**src/hw/rtl/crcdf_pkg.sv**
```systemverilog
// Package for the CRC-16 packet deframer: types, codes and the CRC step.
package crcdf_pkg;

  localparam int unsigned AddrW = 4;
  localparam int unsigned DataW = 32;

  // Register indexes (byte address = 4 * index).
  localparam logic [1:0] REG_SYNC_FIRST    = 2'd0;
  localparam logic [1:0] REG_SYNC_SECOND   = 2'd1;
  localparam logic [1:0] REG_EXP_VERSION   = 2'd2;
  localparam logic [1:0] REG_PAYLOAD_LIMIT = 2'd3;

  // Result kinds.
  localparam logic [1:0] KIND_PAYLOAD = 2'd0;
  localparam logic [1:0] KIND_GOOD    = 2'd1;
  localparam logic [1:0] KIND_DROP    = 2'd2;

  localparam logic [15:0] CRC_INIT = 16'hFFFF;
  localparam logic [15:0] CRC_POLY = 16'h1021;

  typedef enum logic [5:0] {
    PH_SYNC1   = 6'b000001,
    PH_SYNC2   = 6'b000010,
    PH_HEADER  = 6'b000100,
    PH_PAYLOAD = 6'b001000,
    PH_CRCLO   = 6'b010000,
    PH_CRCHI   = 6'b100000
  } phase_e;

  typedef struct packed {
    logic [7:0] sync_first;
    logic [7:0] sync_second;
    logic [7:0] expected_version;
    logic [7:0] payload_limit;
  } cfg_t;

  // CRC-16/CCITT-FALSE, one byte, MSB first.
  function automatic logic [15:0] crc_byte(input logic [15:0] crc, input logic [7:0] b);
    logic [15:0] c;
    c = crc ^ {b, 8'h00};
    for (int i = 0; i < 8; i++) begin
      if (c[15]) begin
        c = {c[14:0], 1'b0} ^ CRC_POLY;
      end else begin
        c = {c[14:0], 1'b0};
      end
    end
    return c;
  endfunction

endpackage

```
**src/hw/rtl/crcdf_ifs.sv**
```systemverilog
// Valid/ready channel interfaces for received bytes and deframer results.
interface crcdf_byte_if;
  logic       valid;
  logic       ready;
  logic [7:0] rx_byte;

  modport source (output valid, output rx_byte, input ready);
  modport sink   (input valid, input rx_byte, output ready);
  modport mon    (input valid, input rx_byte, input ready);
endinterface

interface crcdf_res_if;
  logic        valid;
  logic        ready;
  logic [1:0]  result_kind;
  logic [7:0]  payload_byte;
  logic [7:0]  payload_position;
  logic [7:0]  message_type;
  logic [15:0] sequence_number;
  logic [7:0]  packet_length;

  modport source (output valid, output result_kind, output payload_byte,
                  output payload_position, output message_type,
                  output sequence_number, output packet_length, input ready);
  modport sink   (input valid, input result_kind, input payload_byte,
                  input payload_position, input message_type,
                  input sequence_number, input packet_length, output ready);
  modport mon    (input valid, input result_kind, input payload_byte,
                  input payload_position, input message_type,
                  input sequence_number, input packet_length, input ready);
endinterface

```
**src/hw/rtl/crcdf_cfg.sv**
```systemverilog
// APB register file holding the deframer's sync, version and length settings.
module crcdf_cfg (
  input  logic                        clk_i,
  input  logic                        rst_ni,
  input  logic                        psel,
  input  logic                        penable,
  input  logic                        pwrite,
  input  logic [crcdf_pkg::AddrW-1:0] paddr,
  input  logic [crcdf_pkg::DataW-1:0] pwdata,
  output logic [crcdf_pkg::DataW-1:0] prdata,
  output logic                        pready,
  output crcdf_pkg::cfg_t             cfg_o
);

  crcdf_pkg::cfg_t cfg_q, cfg_d;
  logic            wr_en;
  logic [1:0]      reg_idx;
  logic [7:0]      rd_val;

  assign pready  = 1'b1;
  assign wr_en   = psel && penable && pwrite && pready;
  assign reg_idx = paddr[3:2];

  always_comb begin
    cfg_d = cfg_q;
    if (wr_en) begin
      case (reg_idx)
        crcdf_pkg::REG_SYNC_FIRST:    cfg_d.sync_first       = pwdata[7:0];
        crcdf_pkg::REG_SYNC_SECOND:   cfg_d.sync_second      = pwdata[7:0];
        crcdf_pkg::REG_EXP_VERSION:   cfg_d.expected_version = pwdata[7:0];
        crcdf_pkg::REG_PAYLOAD_LIMIT: cfg_d.payload_limit    = pwdata[7:0];
        default: cfg_d = cfg_q;
      endcase
    end
  end

  always_comb begin
    case (reg_idx)
      crcdf_pkg::REG_SYNC_FIRST:    rd_val = cfg_q.sync_first;
      crcdf_pkg::REG_SYNC_SECOND:   rd_val = cfg_q.sync_second;
      crcdf_pkg::REG_EXP_VERSION:   rd_val = cfg_q.expected_version;
      crcdf_pkg::REG_PAYLOAD_LIMIT: rd_val = cfg_q.payload_limit;
      default:                      rd_val = 8'h00;
    endcase
  end

  assign prdata = {{(crcdf_pkg::DataW-8){1'b0}}, rd_val};
  assign cfg_o  = cfg_q;

  always_ff @(posedge clk_i or negedge rst_ni) begin
    if (!rst_ni) begin
      cfg_q.sync_first       <= 8'h00;
      cfg_q.sync_second      <= 8'h00;
      cfg_q.expected_version <= 8'h00;
      cfg_q.payload_limit    <= 8'hFF;
    end else begin
      cfg_q <= cfg_d;
    end
  end

endmodule

```
**src/hw/rtl/crc16_packet_deframer.sv**
```systemverilog
// Top level of the byte-serial packet deframer with CRC-16/CCITT-FALSE check.
//
// rx_i carries one received byte per word. The deframer hunts for the two
// sync bytes, collects a 5-byte header (version, type, sequence LE, length),
// forwards each payload byte as a result word, then checks the LE CRC-16
// over header and payload and reports packet good or packet dropped on res_o.
// Settings live in an APB register file: sync_first at 0x0, sync_second at
// 0x4, expected_version at 0x8, payload_limit at 0xC.
//
// One byte is accepted per cycle; its result word, if any, appears on res_o
// the cycle after acceptance. The full CRC byte update and the frame state
// step are combinational between the input handshake and the result register.
// When res_o is stalled with a word held, rx_i.ready drops until the word is
// taken; bytes that give no result still need the result register free.
// Reset puts the deframer back in the hunt for the first sync byte, empties
// the result register and restores the register defaults (limit 255).
module crc16_packet_deframer (
  input  logic                        clk_i,
  input  logic                        rst_ni,
  crcdf_byte_if.sink                  rx_i,
  crcdf_res_if.source                 res_o,
  input  logic                        psel,
  input  logic                        penable,
  input  logic                        pwrite,
  input  logic [crcdf_pkg::AddrW-1:0] paddr,
  input  logic [crcdf_pkg::DataW-1:0] pwdata,
  output logic [crcdf_pkg::DataW-1:0] prdata,
  output logic                        pready
);

  crcdf_pkg::cfg_t   cfg;
  crcdf_pkg::phase_e phase_q, phase_d;
  logic [2:0]        hdr_cnt_q, hdr_cnt_d;
  logic [7:0]        type_q, type_d;
  logic [15:0]       seq_q, seq_d;
  logic [7:0]        len_q, len_d;
  logic [7:0]        pay_cnt_q, pay_cnt_d;
  logic [15:0]       crc_q, crc_d;
  logic [7:0]        crc_lo_q, crc_lo_d;
  logic              vbad_q, vbad_d;

  logic              out_valid_q, out_valid_d;
  logic [1:0]        kind_q, kind_d;
  logic [7:0]        pbyte_q, pbyte_d;
  logic [7:0]        ppos_q, ppos_d;
  logic [7:0]        mtype_q, mtype_d;
  logic [15:0]       mseq_q, mseq_d;
  logic [7:0]        mlen_q, mlen_d;

  logic              accept;
  logic              emit;
  logic [7:0]        b;
  logic [15:0]       crc_next;
  logic [7:0]        pay_cnt_inc;

  crcdf_cfg u_cfg (
    .clk_i   (clk_i),
    .rst_ni  (rst_ni),
    .psel    (psel),
    .penable (penable),
    .pwrite  (pwrite),
    .paddr   (paddr),
    .pwdata  (pwdata),
    .prdata  (prdata),
    .pready  (pready),
    .cfg_o   (cfg)
  );

  assign rx_i.ready  = !out_valid_q || res_o.ready;
  assign accept      = rx_i.valid && rx_i.ready;
  assign b           = rx_i.rx_byte;
  assign crc_next    = crcdf_pkg::crc_byte(crc_q, b);
  assign pay_cnt_inc = pay_cnt_q + 8'd1;

  always_comb begin
    phase_d   = phase_q;
    hdr_cnt_d = hdr_cnt_q;
    type_d    = type_q;
    seq_d     = seq_q;
    len_d     = len_q;
    pay_cnt_d = pay_cnt_q;
    crc_d     = crc_q;
    crc_lo_d  = crc_lo_q;
    vbad_d    = vbad_q;
    emit      = 1'b0;
    kind_d    = crcdf_pkg::KIND_PAYLOAD;
    pbyte_d   = 8'h00;
    ppos_d    = 8'h00;
    mtype_d   = 8'h00;
    mseq_d    = 16'h0000;
    mlen_d    = 8'h00;

    if (accept) begin
      case (phase_q)
        crcdf_pkg::PH_SYNC2: begin
          if (b == cfg.sync_second) begin
            hdr_cnt_d = 3'd0;
            crc_d     = crcdf_pkg::CRC_INIT;
            vbad_d    = 1'b0;
            phase_d   = crcdf_pkg::PH_HEADER;
          end else begin
            phase_d = (b == cfg.sync_first) ? crcdf_pkg::PH_SYNC2 : crcdf_pkg::PH_SYNC1;
          end
        end
        crcdf_pkg::PH_HEADER: begin
          crc_d = crc_next;
          case (hdr_cnt_q)
            3'd0:    vbad_d = (b != cfg.expected_version);
            3'd1:    type_d = b;
            3'd2:    seq_d  = {seq_q[15:8], b};
            3'd3:    seq_d  = {b, seq_q[7:0]};
            default: len_d  = b;
          endcase
          if (hdr_cnt_q >= 3'd4) begin
            if (vbad_q || (b > cfg.payload_limit)) begin
              phase_d   = crcdf_pkg::PH_SYNC1;
              hdr_cnt_d = 3'd0;
              type_d    = 8'h00;
              seq_d     = 16'h0000;
              len_d     = 8'h00;
              pay_cnt_d = 8'h00;
              crc_d     = crcdf_pkg::CRC_INIT;
              crc_lo_d  = 8'h00;
              vbad_d    = 1'b0;
              emit      = 1'b1;
              kind_d    = crcdf_pkg::KIND_DROP;
            end else begin
              hdr_cnt_d = 3'd0;
              pay_cnt_d = 8'h00;
              phase_d   = (b == 8'h00) ? crcdf_pkg::PH_CRCLO : crcdf_pkg::PH_PAYLOAD;
            end
          end else begin
            hdr_cnt_d = hdr_cnt_q + 3'd1;
          end
        end
        crcdf_pkg::PH_PAYLOAD: begin
          crc_d     = crc_next;
          pay_cnt_d = pay_cnt_inc;
          if (pay_cnt_inc == len_q) begin
            phase_d = crcdf_pkg::PH_CRCLO;
          end
          emit    = 1'b1;
          kind_d  = crcdf_pkg::KIND_PAYLOAD;
          pbyte_d = b;
          ppos_d  = pay_cnt_q;
        end
        crcdf_pkg::PH_CRCLO: begin
          crc_lo_d = b;
          phase_d  = crcdf_pkg::PH_CRCHI;
        end
        crcdf_pkg::PH_CRCHI: begin
          emit = 1'b1;
          if ({b, crc_lo_q} == crc_q) begin
            kind_d  = crcdf_pkg::KIND_GOOD;
            mtype_d = type_q;
            mseq_d  = seq_q;
            mlen_d  = len_q;
          end else begin
            kind_d = crcdf_pkg::KIND_DROP;
          end
          phase_d   = crcdf_pkg::PH_SYNC1;
          hdr_cnt_d = 3'd0;
          type_d    = 8'h00;
          seq_d     = 16'h0000;
          len_d     = 8'h00;
          pay_cnt_d = 8'h00;
          crc_d     = crcdf_pkg::CRC_INIT;
          crc_lo_d  = 8'h00;
          vbad_d    = 1'b0;
        end
        default: begin
          // hunting the first sync byte, also for any stray phase code
          phase_d = (b == cfg.sync_first) ? crcdf_pkg::PH_SYNC2 : crcdf_pkg::PH_SYNC1;
        end
      endcase
    end
  end

  always_comb begin
    out_valid_d = out_valid_q;
    if (accept) begin
      out_valid_d = emit;
    end else if (res_o.ready) begin
      out_valid_d = 1'b0;
    end
  end

  always_ff @(posedge clk_i or negedge rst_ni) begin
    if (!rst_ni) begin
      phase_q     <= crcdf_pkg::PH_SYNC1;
      hdr_cnt_q   <= 3'd0;
      type_q      <= 8'h00;
      seq_q       <= 16'h0000;
      len_q       <= 8'h00;
      pay_cnt_q   <= 8'h00;
      crc_q       <= crcdf_pkg::CRC_INIT;
      crc_lo_q    <= 8'h00;
      vbad_q      <= 1'b0;
      out_valid_q <= 1'b0;
    end else begin
      phase_q     <= phase_d;
      hdr_cnt_q   <= hdr_cnt_d;
      type_q      <= type_d;
      seq_q       <= seq_d;
      len_q       <= len_d;
      pay_cnt_q   <= pay_cnt_d;
      crc_q       <= crc_d;
      crc_lo_q    <= crc_lo_d;
      vbad_q      <= vbad_d;
      out_valid_q <= out_valid_d;
    end
  end

  // result payload, loaded only with a new word
  always_ff @(posedge clk_i) begin
    if (accept && emit) begin
      kind_q  <= kind_d;
      pbyte_q <= pbyte_d;
      ppos_q  <= ppos_d;
      mtype_q <= mtype_d;
      mseq_q  <= mseq_d;
      mlen_q  <= mlen_d;
    end
  end

  assign res_o.valid            = out_valid_q;
  assign res_o.result_kind      = kind_q;
  assign res_o.payload_byte     = pbyte_q;
  assign res_o.payload_position = ppos_q;
  assign res_o.message_type     = mtype_q;
  assign res_o.sequence_number  = mseq_q;
  assign res_o.packet_length    = mlen_q;

endmodule

```
**src/flat_wrapper.sv**
```systemverilog
// flat-port wrapper written by rule: the top's interface ports become plain ports
module crc16_packet_deframer_flat 
  (clk_i, rst_ni, psel, penable, pwrite, paddr, pwdata, prdata, pready, rx_i_valid, rx_i_rx_byte, rx_i_ready, res_o_valid, res_o_result_kind, res_o_payload_byte, res_o_payload_position, res_o_message_type, res_o_sequence_number, res_o_packet_length, res_o_ready);
  crcdf_byte_if rx_i_i ();
  crcdf_res_if res_o_i ();
  input  logic clk_i;
  input  logic rst_ni;
  input  logic psel;
  input  logic penable;
  input  logic pwrite;
  input  logic [crcdf_pkg::AddrW-1:0] paddr;
  input  logic [crcdf_pkg::DataW-1:0] pwdata;
  output logic [crcdf_pkg::DataW-1:0] prdata;
  output logic pready;
  input wire logic [$bits(rx_i_i.valid)-1:0] rx_i_valid;
  input wire logic [$bits(rx_i_i.rx_byte)-1:0] rx_i_rx_byte;
  output wire logic [$bits(rx_i_i.ready)-1:0] rx_i_ready;
  output wire logic [$bits(res_o_i.valid)-1:0] res_o_valid;
  output wire logic [$bits(res_o_i.result_kind)-1:0] res_o_result_kind;
  output wire logic [$bits(res_o_i.payload_byte)-1:0] res_o_payload_byte;
  output wire logic [$bits(res_o_i.payload_position)-1:0] res_o_payload_position;
  output wire logic [$bits(res_o_i.message_type)-1:0] res_o_message_type;
  output wire logic [$bits(res_o_i.sequence_number)-1:0] res_o_sequence_number;
  output wire logic [$bits(res_o_i.packet_length)-1:0] res_o_packet_length;
  input wire logic [$bits(res_o_i.ready)-1:0] res_o_ready;
  assign rx_i_i.valid = rx_i_valid;
  assign rx_i_i.rx_byte = rx_i_rx_byte;
  assign rx_i_ready = rx_i_i.ready;
  assign res_o_valid = res_o_i.valid;
  assign res_o_result_kind = res_o_i.result_kind;
  assign res_o_payload_byte = res_o_i.payload_byte;
  assign res_o_payload_position = res_o_i.payload_position;
  assign res_o_message_type = res_o_i.message_type;
  assign res_o_sequence_number = res_o_i.sequence_number;
  assign res_o_packet_length = res_o_i.packet_length;
  assign res_o_i.ready = res_o_ready;
  crc16_packet_deframer u_core (.clk_i(clk_i), .rst_ni(rst_ni), .rx_i(rx_i_i), .res_o(res_o_i), .psel(psel), .penable(penable), .pwrite(pwrite), .paddr(paddr), .pwdata(pwdata), .prdata(prdata), .pready(pready));
endmodule
```
**config.mk**
```make
export PLATFORM = sky130hd
export DESIGN_NAME = crc16_packet_deframer_flat
export DESIGN_NICKNAME = d
export VERILOG_FILES = /design/src/hw/rtl/crcdf_pkg.sv /design/src/hw/rtl/crcdf_ifs.sv /design/src/hw/rtl/crcdf_cfg.sv /design/src/hw/rtl/crc16_packet_deframer.sv /design/src/flat_wrapper.sv
export SDC_FILE = /design/constraint.sdc
export NUM_CORES = 1
export LEC_CHECK = 0
export ABC_AREA = 1
export BUFFER_PORTS_ARGS = -buffer_cell sky130_fd_sc_hd__buf_2
export CAP_MARGIN = 40
export CORE_MARGIN = 2
export CORE_UTILIZATION = 50
export CTS_BUF_LIST = sky130_fd_sc_hd__clkbuf_16
export DETAILED_ROUTE_END_ITERATION = 12
export PLACE_DENSITY = 0.72
export SETUP_SLACK_MARGIN = 0.2
export SLEW_MARGIN = 15
export SYNTH_ARGS = -nofsm -noshare
export SYNTH_HDL_FRONTEND = slang
export SYNTH_SLANG_ARGS = --single-unit
```
**constraint.sdc**
```tcl
create_clock -name clk_i -period 5.44 [get_ports clk_i]
set_input_delay 0.272 -clock clk_i [delete_from_list [all_inputs] [get_ports clk_i]]
set_output_delay 0.272 -clock clk_i [all_outputs]
set_load 0.02 [all_outputs]
```
==> results.cfg, run 1 <==
[outcome]
status = finished clean

[worst_hold_path]
holdCritPathClass = input port to flip-flop
worstHoldEndpoint = u_core.u_cfg.cfg_o[1]$_DFFE_PN1P_
holdPathStages = 3
timing.hold.worst.start = pwdata[1]

[place]
hpwlAfterDp_um = 13200
buffer_ports.inserted = 84
place_congestion = 0.914

[critical_path]
worst-r2r-setup-slack_ns = 2.40
worst_ep_arrival_time_ns = 3.20
startpoint_type = input port
critical_path.max_stage_delay_ns = 0.47
critPathMaxFanout = 30
cp_cell_sequence = buf_2, clkinv_1, ha_1, inv_1, nand2_1, nand2_1, nand2_1, nand2_1, nand2_1, nand2_1, nand2_1, nand2_1, nand3_2, nand3_1, nand2_1, inv_2, buf_12
cpLargestDelayFamily = buffers and inverters
critical_path_class = input port to flip-flop
master_of_the_slowest_instance_on_the_critical_path = clkinv_1
crit_required_ns = 5.56
timing.reg2reg.worst_path_depth = 15
critical_r2r_launch = u_core.u_cfg.cfg_o[3]$_DFFE_PN1P_
critical_path.n_buffers_inverters = 5
cpMostUsedCell = nand2_1
critPathCaptureType = flip-flop
timing.rr.end = u_core.res_o.packet_length[6]$_SDFFCE_PN0P_

[pwr]
finalPower_mw = 3.19
maximum_vdd_drop_mv = 0.216
power_density_nw_per_um2 = 334
static-leakage-power_nw = 4.43

[logic_synthesis]
synth_area_um2 = 8430
yosysUniqueCellTypes = 52
synth-seq-cells = 157
netlist_top_cells_area = dfrtp_1 (24%), edfxtp_1 (18%), nand2_1 (10%), dfstp_2 (7.8%), inv_1 (5.2%)
post_synth_edffs = 50
synth_sequential_area_ratio_pct = 49.9
synthDominantAreaCellType = dfrtp_1
mean_syn_cell_area_um2 = 8.74
netlist_instances = 965
ys.warnings.count = 0
ys.flop_type = dfrtp_1
async_reset_ff_share_pct = 68.2
yosys.area.top_type_share_pct = 24.3

[sta]
fin_crit_share_pct = 56.7
rsz0062_at_grt = false
timing.clock.skew_ns = 0.0117
report.final.hold_viol_count = 0
fin_crit_ns = 3.08
worstMarginPinSlew_ns = 0.821
slew_violations = 0
slew_headroom_pct = 45.2
setup-tns-final_ns = 0
max_clock_freq_mhz = 324
setup_violations = 0

[global_routing]
first_global_vias = 6439
grt_util_all_layers_pct = 22.5
globalRouteOverflowTotal = 0
pin_count_of_the_biggest_net_entering_global_routing = 65
grt_first_pass_wirelength_um = 31600
grt_antenna_before_repair = 0

[floorplanning]
core_area_um2 = 16500
row_count = 47
floorplan.io_pins = 136
die_width_um = 134
die_area_um2 = 17900
die_height_um = 134
floorplan.initialDensity_pct = 51.0

[clocking]
clock_path_buffers = 2
cts_num_sinks = 157
later_pin_clock_latency_in_the_skew_report_ns = 0.43
clkTransAtPathRegs_ns = 0.06
cts_inserted_buffers = 17
h-tree-depth = 4
cts_post_setup_buffers_inserted = 0
cts-resized-gates = 0
ctsHoldBuffers = 1
tritoncts = yes
root_buffer = clkbuf_16

[route]
antenna_left = 0
met1Wirelength_um = 8540
drt-total-wl_um = 19300
highest_layer = met4
detail_route.vias_per_cell = 5.25
met2_length_um = 9260
vias_after_detailed_routing = 6701
met3RoutedLength_um = 947
routed_wire_length_per_instance_um = 15.1
drt_first_iter_violations = 633
drc_errors = 0
drtPass1Iterations = 5

[flow_run]
max_cap_violations = 0

[finish]
syn2layout_area_growth_pct = 13.4
num_antenna_cells = 0
fillers = 1470
ratio_of_cells_with_drive_above_1_in_the_final_layout_pct = 19.8
finish.net_count = 1108
==> registers in the layout, summed over array words and instances (netlist names), 6 cells and up <==
| signal | flops |
|---|---|
| u_core.phase_q | 6 |
| u_core.res_o.sequence_number | 16 |
| u_core.seq_q | 16 |
| u_core.res_o.payload_position | 8 |
| u_core.crc_q | 16 |
| u_core.res_o.payload_byte | 8 |
| u_core.res_o.packet_length | 8 |
| u_core.type_q | 8 |
| u_core.crc_lo_q | 8 |
| u_core.len_q | 8 |
| u_core.pay_cnt_q | 8 |
| u_core.res_o.message_type | 8 |
| u_core.u_cfg.cfg_o | 32 |
==> layout by cell type (no fill, tap or decap), types with 7 or more instances in the layout <==
cell type,synthesis,routed
o21a_1,9,9
dfrtp_1,82,82
conb_1,2,25
inv_1,117,119
nor2_1,53,53
o2111ai_1,7,7
nand4_1,17,17
dfstp_2,25,25
xnor2_1,21,21
nand2_1,228,228
clkbuf_16,0,17
xor2_1,16,16
inv_2,8,9
o22ai_1,29,29
o21ai_0,79,79
edfxtp_1,50,50
ha_1,14,14
nand3_1,66,66
nor2_2,31,31
buf_2,9,83
==> layer usage <==
| metal | vias to the layer above | global-route usage (%) |
|---|---|---|
| li1 | 3259 | - |
| met4 | 0 | 10.8 |
| met2 | 228 | 36.4 |
| met1 | 3171 | 29.7 |
| met3 | 43 | 3.55 |
| met5 | - | 0 |
==> how the worst max path moves through the flow <==
stage                    startpoint                                        endpoint  depth (start not counted)
floorplan           rx_i_rx_byte[0]      u_core.res_o.message_type[0]$_SDFFCE_PN0P_                         16
global placement    rx_i_rx_byte[0]   u_core.res_o.sequence_number[9]$_SDFFCE_PN0P_                         16
detailed placement  rx_i_rx_byte[0]   u_core.res_o.sequence_number[9]$_SDFFCE_PN0P_                         17
CTS                 rx_i_rx_byte[0]  u_core.res_o.sequence_number[13]$_SDFFCE_PN0P_                         17
global route        rx_i_rx_byte[0]     u_core.res_o.packet_length[0]$_SDFFCE_PN0P_                         17
finish              rx_i_rx_byte[0]     u_core.res_o.packet_length[6]$_SDFFCE_PN0P_                         17
==> cells by family (layout without fill, tap and decap cells) <==
family	after synthesis	count (layout)	synth area share, %
compound gates	145	145	10.1
other cells	2	25	0.0891
fa+ha+maj	14	14	2.08
flops	157	157	49.9
xor+xnor	38	38	4.04
buf+inv	180	248	9.96
simple gates	429	429	23.8
==> through the flow <==
step / setup slack (ns) / utilization [%] / hold WS, ns / cell area, um2 / instances
5_1_grt: 2.14 / 57.8 / 0.148 / 9560 / 1276
2_1_floorplan: 2.36 / - / -0.0236 / 8520 / 988
3_3_place_gp: 1.83 / 53.7 / 0.303 / 8870 / 1241
6_report: 2.36 / 57.8 / 0.122 / 9560 / 1276
3_5_place_dp: 2.00 / 53.8 / 0.305 / 8890 / 1242
4_1_cts: 2.41 / 57.7 / 0.112 / 9530 / 1275
==> tightest hold or removal path: stages <==
cell and delay [ns]:
buf_2 0.09, inv_1 0.08, o21ai_0 0.09
==> final cells by class <==
| cell class | instances | area, um2 | share of cell area, % |
|---|---|---|---|
| sequential | 157 | 4210 | 44.1 |
| multi-input combinational | 651 | 3470 | 36.3 |
| timing repair buffer | 88 | 488 | 5.11 |
| inverter | 128 | 485 | 5.08 |
| clock buffer | 17 | 425 | 4.45 |
| tap | 220 | 275 | 2.88 |
| clock inverter | 15 | 205 | 2.15 |
==> synthesized netlist by cell type, types with 3 or more instances <==
| cell type | number |
|---|---|
| a21oi_1 | 4 |
| xnor2_1 | 21 |
| inv_1 | 117 |
| nand2_2 | 6 |
| o21ai_0 | 79 |
| o21ai_1 | 6 |
| ha_1 | 14 |
| dfrtp_1 | 82 |
| nor2_2 | 31 |
| inv_2 | 8 |
| nor3_1 | 3 |
| buf_4 | 25 |
| nand2_1 | 228 |
| nor2_4 | 6 |
| o2111ai_1 | 7 |
| or2_2 | 4 |
| nand3_1 | 66 |
| nor2_1 | 53 |
| edfxtp_1 | 50 |
| xor2_1 | 16 |
| dfstp_2 | 25 |
| o21a_1 | 9 |
| clkbuf_1 | 8 |
| a22oi_1 | 5 |
| nand4_1 | 17 |
| o22ai_1 | 29 |
| buf_6 | 7 |
| buf_2 | 9 |
==> power breakdown <==
part           internal (mW)  switching [mW]  leakage (nW)
combinational          0.178           0.324          2.34
sequential              1.33          0.0842          1.78
clock                  0.805           0.469         0.308
Power figures use the tool's default switching activity.
==> run 2, diff against run 1 <==
--- a/config.mk
+++ b/config.mk
@@ -12,7 +12,7 @@
 export CORE_UTILIZATION = 50
 export CTS_BUF_LIST = sky130_fd_sc_hd__clkbuf_16
 export DETAILED_ROUTE_END_ITERATION = 12
-export PLACE_DENSITY = 0.72
+export PLACE_DENSITY = 0.75
 export SETUP_SLACK_MARGIN = 0.2
 export SLEW_MARGIN = 15
 export SYNTH_ARGS = -nofsm -noshare
==> constraint.sdc (replaced) <==
create_clock -name clk_i -period 2.62 [get_ports clk_i]
set_input_delay 0.131 -clock clk_i [delete_from_list [all_inputs] [get_ports clk_i]]
set_output_delay 0.131 -clock clk_i [all_outputs]
set_load 0.02 [all_outputs]
==> run 2 against run 1 <==
Sequential share of layout area down 1.6 points. Register-to-register slack worse by 2.2 ns. Clock power up 93%. Design area up 3.7%. Sequential power up 110%. First-iteration DRC count down 3.0%. Hold slack worse by 0.12 ns. Flip-flop and latch count unchanged. Via count up 1.7%. Critical path type is now flip-flop to flip-flop. Largest power group unchanged.
==> results.cfg, run 2 (synthesized netlist as in run 1, its figures left out) <==
[outcome]
status = finished clean

[critical_path]
worst_ep_arrival_time_ns = 2.57
critPathCaptureType = flip-flop
critical_path_class = flip-flop to flip-flop
critical_path.n_buffers_inverters = 3
critPathMaxFanout = 7
cp_cell_sequence = inv_2, ha_1, nand2_2, nor2_4, nand4_1, nand2_2, nand2_4, nand3_4, nand3_4, nand2_4, clkinvlp_4, clkbuf_16
critical_path.max_stage_delay_ns = 0.54
cpLargestDelayFamily = simple AND/OR/NAND/NOR gates
startpoint_type = flip-flop
crit_required_ns = 2.81
master_of_the_slowest_instance_on_the_critical_path = dfstp_2

[floorplanning]
core_area_um2 = 16500
floorplan.initialDensity_pct = 51.0
floorplan.io_pins = 136
die_width_um = 134
row_count = 47
die_area_um2 = 17900
die_height_um = 134

[place]
placedCellCount = 1256
hpwlAfterDp_um = 13500
place_congestion = 0.907
buffer_ports.inserted = 84
place_ws_ns = 0.268

[clocking]
cts_inserted_buffers = 17
h-tree-depth = 4
cts_num_sinks = 157
clkTransAtPathRegs_ns = 0.07
later_pin_clock_latency_in_the_skew_report_ns = 0.43
tritoncts = yes
clock_path_buffers = 2
root_buffer = clkbuf_16

[finish]
ratio_of_cells_with_drive_above_1_in_the_final_layout_pct = 23.8
mostFrequentLayoutCell = nand2_1
syn2layout_area_growth_pct = 17.6
finish.net_count = 1136
largest_register_ffs = 32
most-common-layout-cells = nand2_1 (223), inv_1 (109), buf_2 (83)
finish.cell_count_without_fillers = 1304
num_antenna_cells = 0

[sta]
setup_violations = 0
rsz0062_at_grt = true
timing.clock.skew_ns = 0.00745
max_clock_freq_mhz = 419
slew_violations = 0
layout_setup_ws_ns = 0.236
fin_crit_share_pct = 91.0
slew_headroom_pct = 54.6
fin_crit_ns = 2.38
worstMarginPinSlew_ns = 0.681
report.final.hold_viol_count = 0
hold_slack_ns = 0.00431

[route]
detail_route.vias_per_cell = 5.23
drc_errors = 0
drt_first_iter_violations = 614
drt-total-wl_um = 19700
antenna_left = 0
routed_wire_length_per_instance_um = 15.1
drtPass1Iterations = 5
vias_after_detailed_routing = 6814

[global_routing]
globalRouteOverflowTotal = 0
first_global_vias = 6278
pin_count_of_the_biggest_net_entering_global_routing = 51
grt_first_pass_wirelength_um = 31200
grt_util_all_layers_pct = 22.3
grt_antenna_before_repair = 0

[pwr]
maximum_vdd_drop_mv = 0.463
power_density_nw_per_um2 = 661
static-leakage-power_nw = 4.57
finalPower_mw = 6.55

[worst_hold_path]
holdCritPathClass = input port to flip-flop

[flow_run]
max_cap_violations = 0
run 2: per-layer routing:
metal	up-vias	track usage (%)	share of wire (%)
met5	-	0	0
met4	0	8.27	2.6
met3	39	4.42	6.6
met2	235	35.4	48
met1	3216	30.5	43
li1	3324	-	-
run 2: timing repair:
item                                    CTS  global route
hold buffers                              5             0
endpoints found under the setup margin    0            50
resized for setup                         0            11
buffers inserted                          0             6
hold endpoints to repair                 28             0
run 2: final cells by class:
cell class | count | area [um2]
flip-flops and latches | 157 | 4210
clock buffers | 17 | 425
inverters | 128 | 489
multi-input cells | 651 | 3580
clock inverters | 15 | 165
well taps | 220 | 275
repair buffers | 116 | 763
fillers | 1412 | 6610
run 2: worst paths after layout:
path | start | end | slack [ns] | cells after the start
max | u_core.u_cfg.cfg_o[4]$_DFFE_PN1P_ | u_core.res_o.payload_byte[2]$_SDFFCE_PN0P_ | 0.24 | 12
min | pwdata[3] | u_core.u_cfg.cfg_o[3]$_DFFE_PN1P_ | 0.004 | 3
max reg2reg | u_core.u_cfg.cfg_o[4]$_DFFE_PN1P_ | u_core.res_o.payload_byte[2]$_SDFFCE_PN0P_ | 0.24 | 12
min reg2reg | u_core.phase_q[0]$_DFFE_PN1P_ | u_core.phase_q[0]$_DFFE_PN1P_ | 0.50 | 2
max in group asynchronous | rst_ni | u_core.crc_q[6]$_DFFE_PN1P_ | 1.61 | 3
min in group asynchronous | rst_ni | u_core.u_cfg.cfg_o[23]$_DFFE_PN0P_ | 0.24 | 2
run 2: power by group:
group,switching [mW],internal [mW],leakage (nW)
clock network,1.03,1.42,0.282
logic,0.712,0.427,2.51
registers,0.189,2.77,1.78
run 2: metrics by stage:
step / util, % / area, um2 / setup TNS [ns]
global placement: 55.1 / 9100 / 0
finish: 60.0 / 9910 / 0
CTS: 58.9 / 9740 / 0
floorplan: - / 8600 / -0.895
global route: 60.0 / 9910 / 0
detailed placement: 55.1 / 9100 / 0
run 2: worst register-to-register path, cell delays in order, from the launching register on:
cell	delay, ns
dfstp_2	0.54
inv_2	0.04
ha_1	0.28
nand2_2	0.06
nor2_4	0.11
nand4_1	0.10
nand2_2	0.14
nand2_4	0.09
nand3_4	0.08
nand3_4	0.08
nand2_4	0.08
clkinvlp_4	0.27
clkbuf_16	0.27
==> run 3, diff against run 2 <==
--- a/config.mk
+++ b/config.mk
@@ -6,9 +6,8 @@
 export NUM_CORES = 1
 export LEC_CHECK = 0
 export ABC_AREA = 1
-export BUFFER_PORTS_ARGS = -buffer_cell sky130_fd_sc_hd__buf_2
+export BUFFER_PORTS_ARGS = -buffer_cell sky130_fd_sc_hd__buf_4
 export CAP_MARGIN = 40
-export CORE_MARGIN = 2
 export CORE_UTILIZATION = 50
 export CTS_BUF_LIST = sky130_fd_sc_hd__clkbuf_16
 export DETAILED_ROUTE_END_ITERATION = 12
==> run 3 against run 2 <==
Highest routed layer unchanged. Combinational power is essentially flat. Sequential power is essentially flat. Register-to-register slack lost 0.03 ns. Setup slack lost 0.029 ns. Hold slack gained 0.0048 ns. Design area grew 1.9%.
==> results.cfg, run 3 (synthesized netlist as in run 1, its figures left out) <==
[outcome]
status = finished clean

[route]
drt-total-wl_um = 19800
drt_first_iter_violations = 720
antenna_left = 0
drtPass1Iterations = 5
routed_wire_length_per_instance_um = 15.2
drc_errors = 0
vias_after_detailed_routing = 6925
detail_route.vias_per_cell = 5.33

[sta]
fin_crit_ns = 2.41
rsz0062_at_grt = true
timing.clock.skew_ns = 0.00933
slew_headroom_pct = 53.9
setup_violations = 0
slew_violations = 0
fin_crit_share_pct = 92.1
max_clock_freq_mhz = 414
worstMarginPinSlew_ns = 0.691
report.final.hold_viol_count = 0

[floorplanning]
die_width_um = 132
die_area_um2 = 17400
core_area_um2 = 16500
floorplan.io_pins = 136
floorplan.initialDensity_pct = 51.0
row_count = 47
die_height_um = 132

[finish]
most-common-layout-cells = nand2_1 (222), inv_1 (111), buf_4 (98)
num_antenna_cells = 0
largest_register_ffs = 32
ratio_of_cells_with_drive_above_1_in_the_final_layout_pct = 23.5
syn2layout_area_growth_pct = 19.8
finish.net_count = 1131
finish.cell_count_without_fillers = 1299
mostFrequentLayoutCell = nand2_1
final_core_util_pct = 61.1

[global_routing]
globalRouteOverflowTotal = 0
grt_util_all_layers_pct = 23.0
pin_count_of_the_biggest_net_entering_global_routing = 51
grt_antenna_before_repair = 0
grt_first_pass_wirelength_um = 31400
first_global_vias = 6346

[pwr]
power_density_nw_per_um2 = 642
maximum_vdd_drop_mv = 0.455
static-leakage-power_nw = 4.59
finalPower_mw = 6.48

[critical_path]
critical_path_class = flip-flop to flip-flop
crit_required_ns = 2.82
startpoint_type = flip-flop
critPathMaxFanout = 5
worst_ep_arrival_time_ns = 2.61
critPathCaptureType = flip-flop

[clocking]
cts_num_sinks = 157
tritoncts = yes
h-tree-depth = 4
clock_path_buffers = 2
clkTransAtPathRegs_ns = 0.07
later_pin_clock_latency_in_the_skew_report_ns = 0.43
cts_inserted_buffers = 17
root_buffer = clkbuf_16

[place]
buffer_ports.inserted = 84
hpwlAfterDp_um = 13200
place_congestion = 0.891
placedCellCount = 1253

[worst_hold_path]
holdCritPathClass = input port to flip-flop

[flow_run]
max_cap_violations = 0
run 3: metal layers:
layer  track usage [%]  share of wire [%]
met5                 0                  0
met4              9.17                2.4
met1              30.5                 42
met2              37.8                 49
met3              3.84                6.7
run 3: repair_timing:
item                                    CTS  global route
buffers inserted                          3             4
cloned                                    2             2
pin swaps                                 0             8
endpoints found under the setup margin   42            42
resized for setup                         3            10
endpoints found under the hold margin    23             0
hold buffers                              3             0
run 3: worst paths after layout:
path                                                   startpoint                                         to  slack [ns]  depth (start not counted)
worst max-delay path            u_core.u_cfg.cfg_o[5]$_DFFE_PN1P_  u_core.res_o.result_kind[0]$_SDFFCE_PN0P_        0.21                         13
worst min-delay path                                    pwdata[2]          u_core.u_cfg.cfg_o[2]$_DFFE_PN1P_       0.009                          3
worst max register to register  u_core.u_cfg.cfg_o[5]$_DFFE_PN1P_  u_core.res_o.result_kind[0]$_SDFFCE_PN0P_        0.21                         13
worst min register to register      u_core.phase_q[0]$_DFFE_PN1P_              u_core.phase_q[0]$_DFFE_PN1P_        0.50                          2
max in group asynchronous                                  rst_ni                u_core.crc_q[4]$_DFFE_PN1P_        1.64                          3
min in group asynchronous                                  rst_ni         u_core.u_cfg.cfg_o[17]$_DFFE_PN0P_        0.21                          2
run 3: through the flow:
step / worst slack [ns] / hold slack [ns] / area, um2 / setup TNS (ns)
global route: 0.122 / 0.0347 / 10100 / 0
global placement: 0.214 / 0.141 / 9290 / 0
detailed placement: 0.165 / 0.141 / 9290 / 0
floorplan: -0.0179 / -0.165 / 8600 / -0.895
finish: 0.207 / 0.00914 / 10100 / 0
CTS: 0.210 / 0.00494 / 9980 / 0
run 3: critical path, stage by stage, from the launching register on:
cell and delay [ns]:
dfstp_2 0.54, inv_2 0.05, ha_4 0.28, nand2_4 0.05, nor2_4 0.11, nand4_1 0.15
nand2_4 0.15, nand2_4 0.07, nand3_4 0.07, nand3_2 0.08, nand2_2 0.09, clkinvlp_4 0.18
buf_12 0.19, clkbuf_16 0.15
run 3: power by group:
part | switching (mW) | internal (mW)
Clock | 1.05 | 1.32
Combinational | 0.717 | 0.446
Sequential | 0.186 | 2.77
run 3: final cells by class:
type / count / area (um2)
fillers: 1351 / 6420
flip-flops and latches: 157 / 4210
multi-input cells: 651 / 3590
repair buffers: 111 / 965
inverters: 128 / 489
clock buffers: 17 / 425
well taps: 220 / 275
clock inverters: 15 / 141
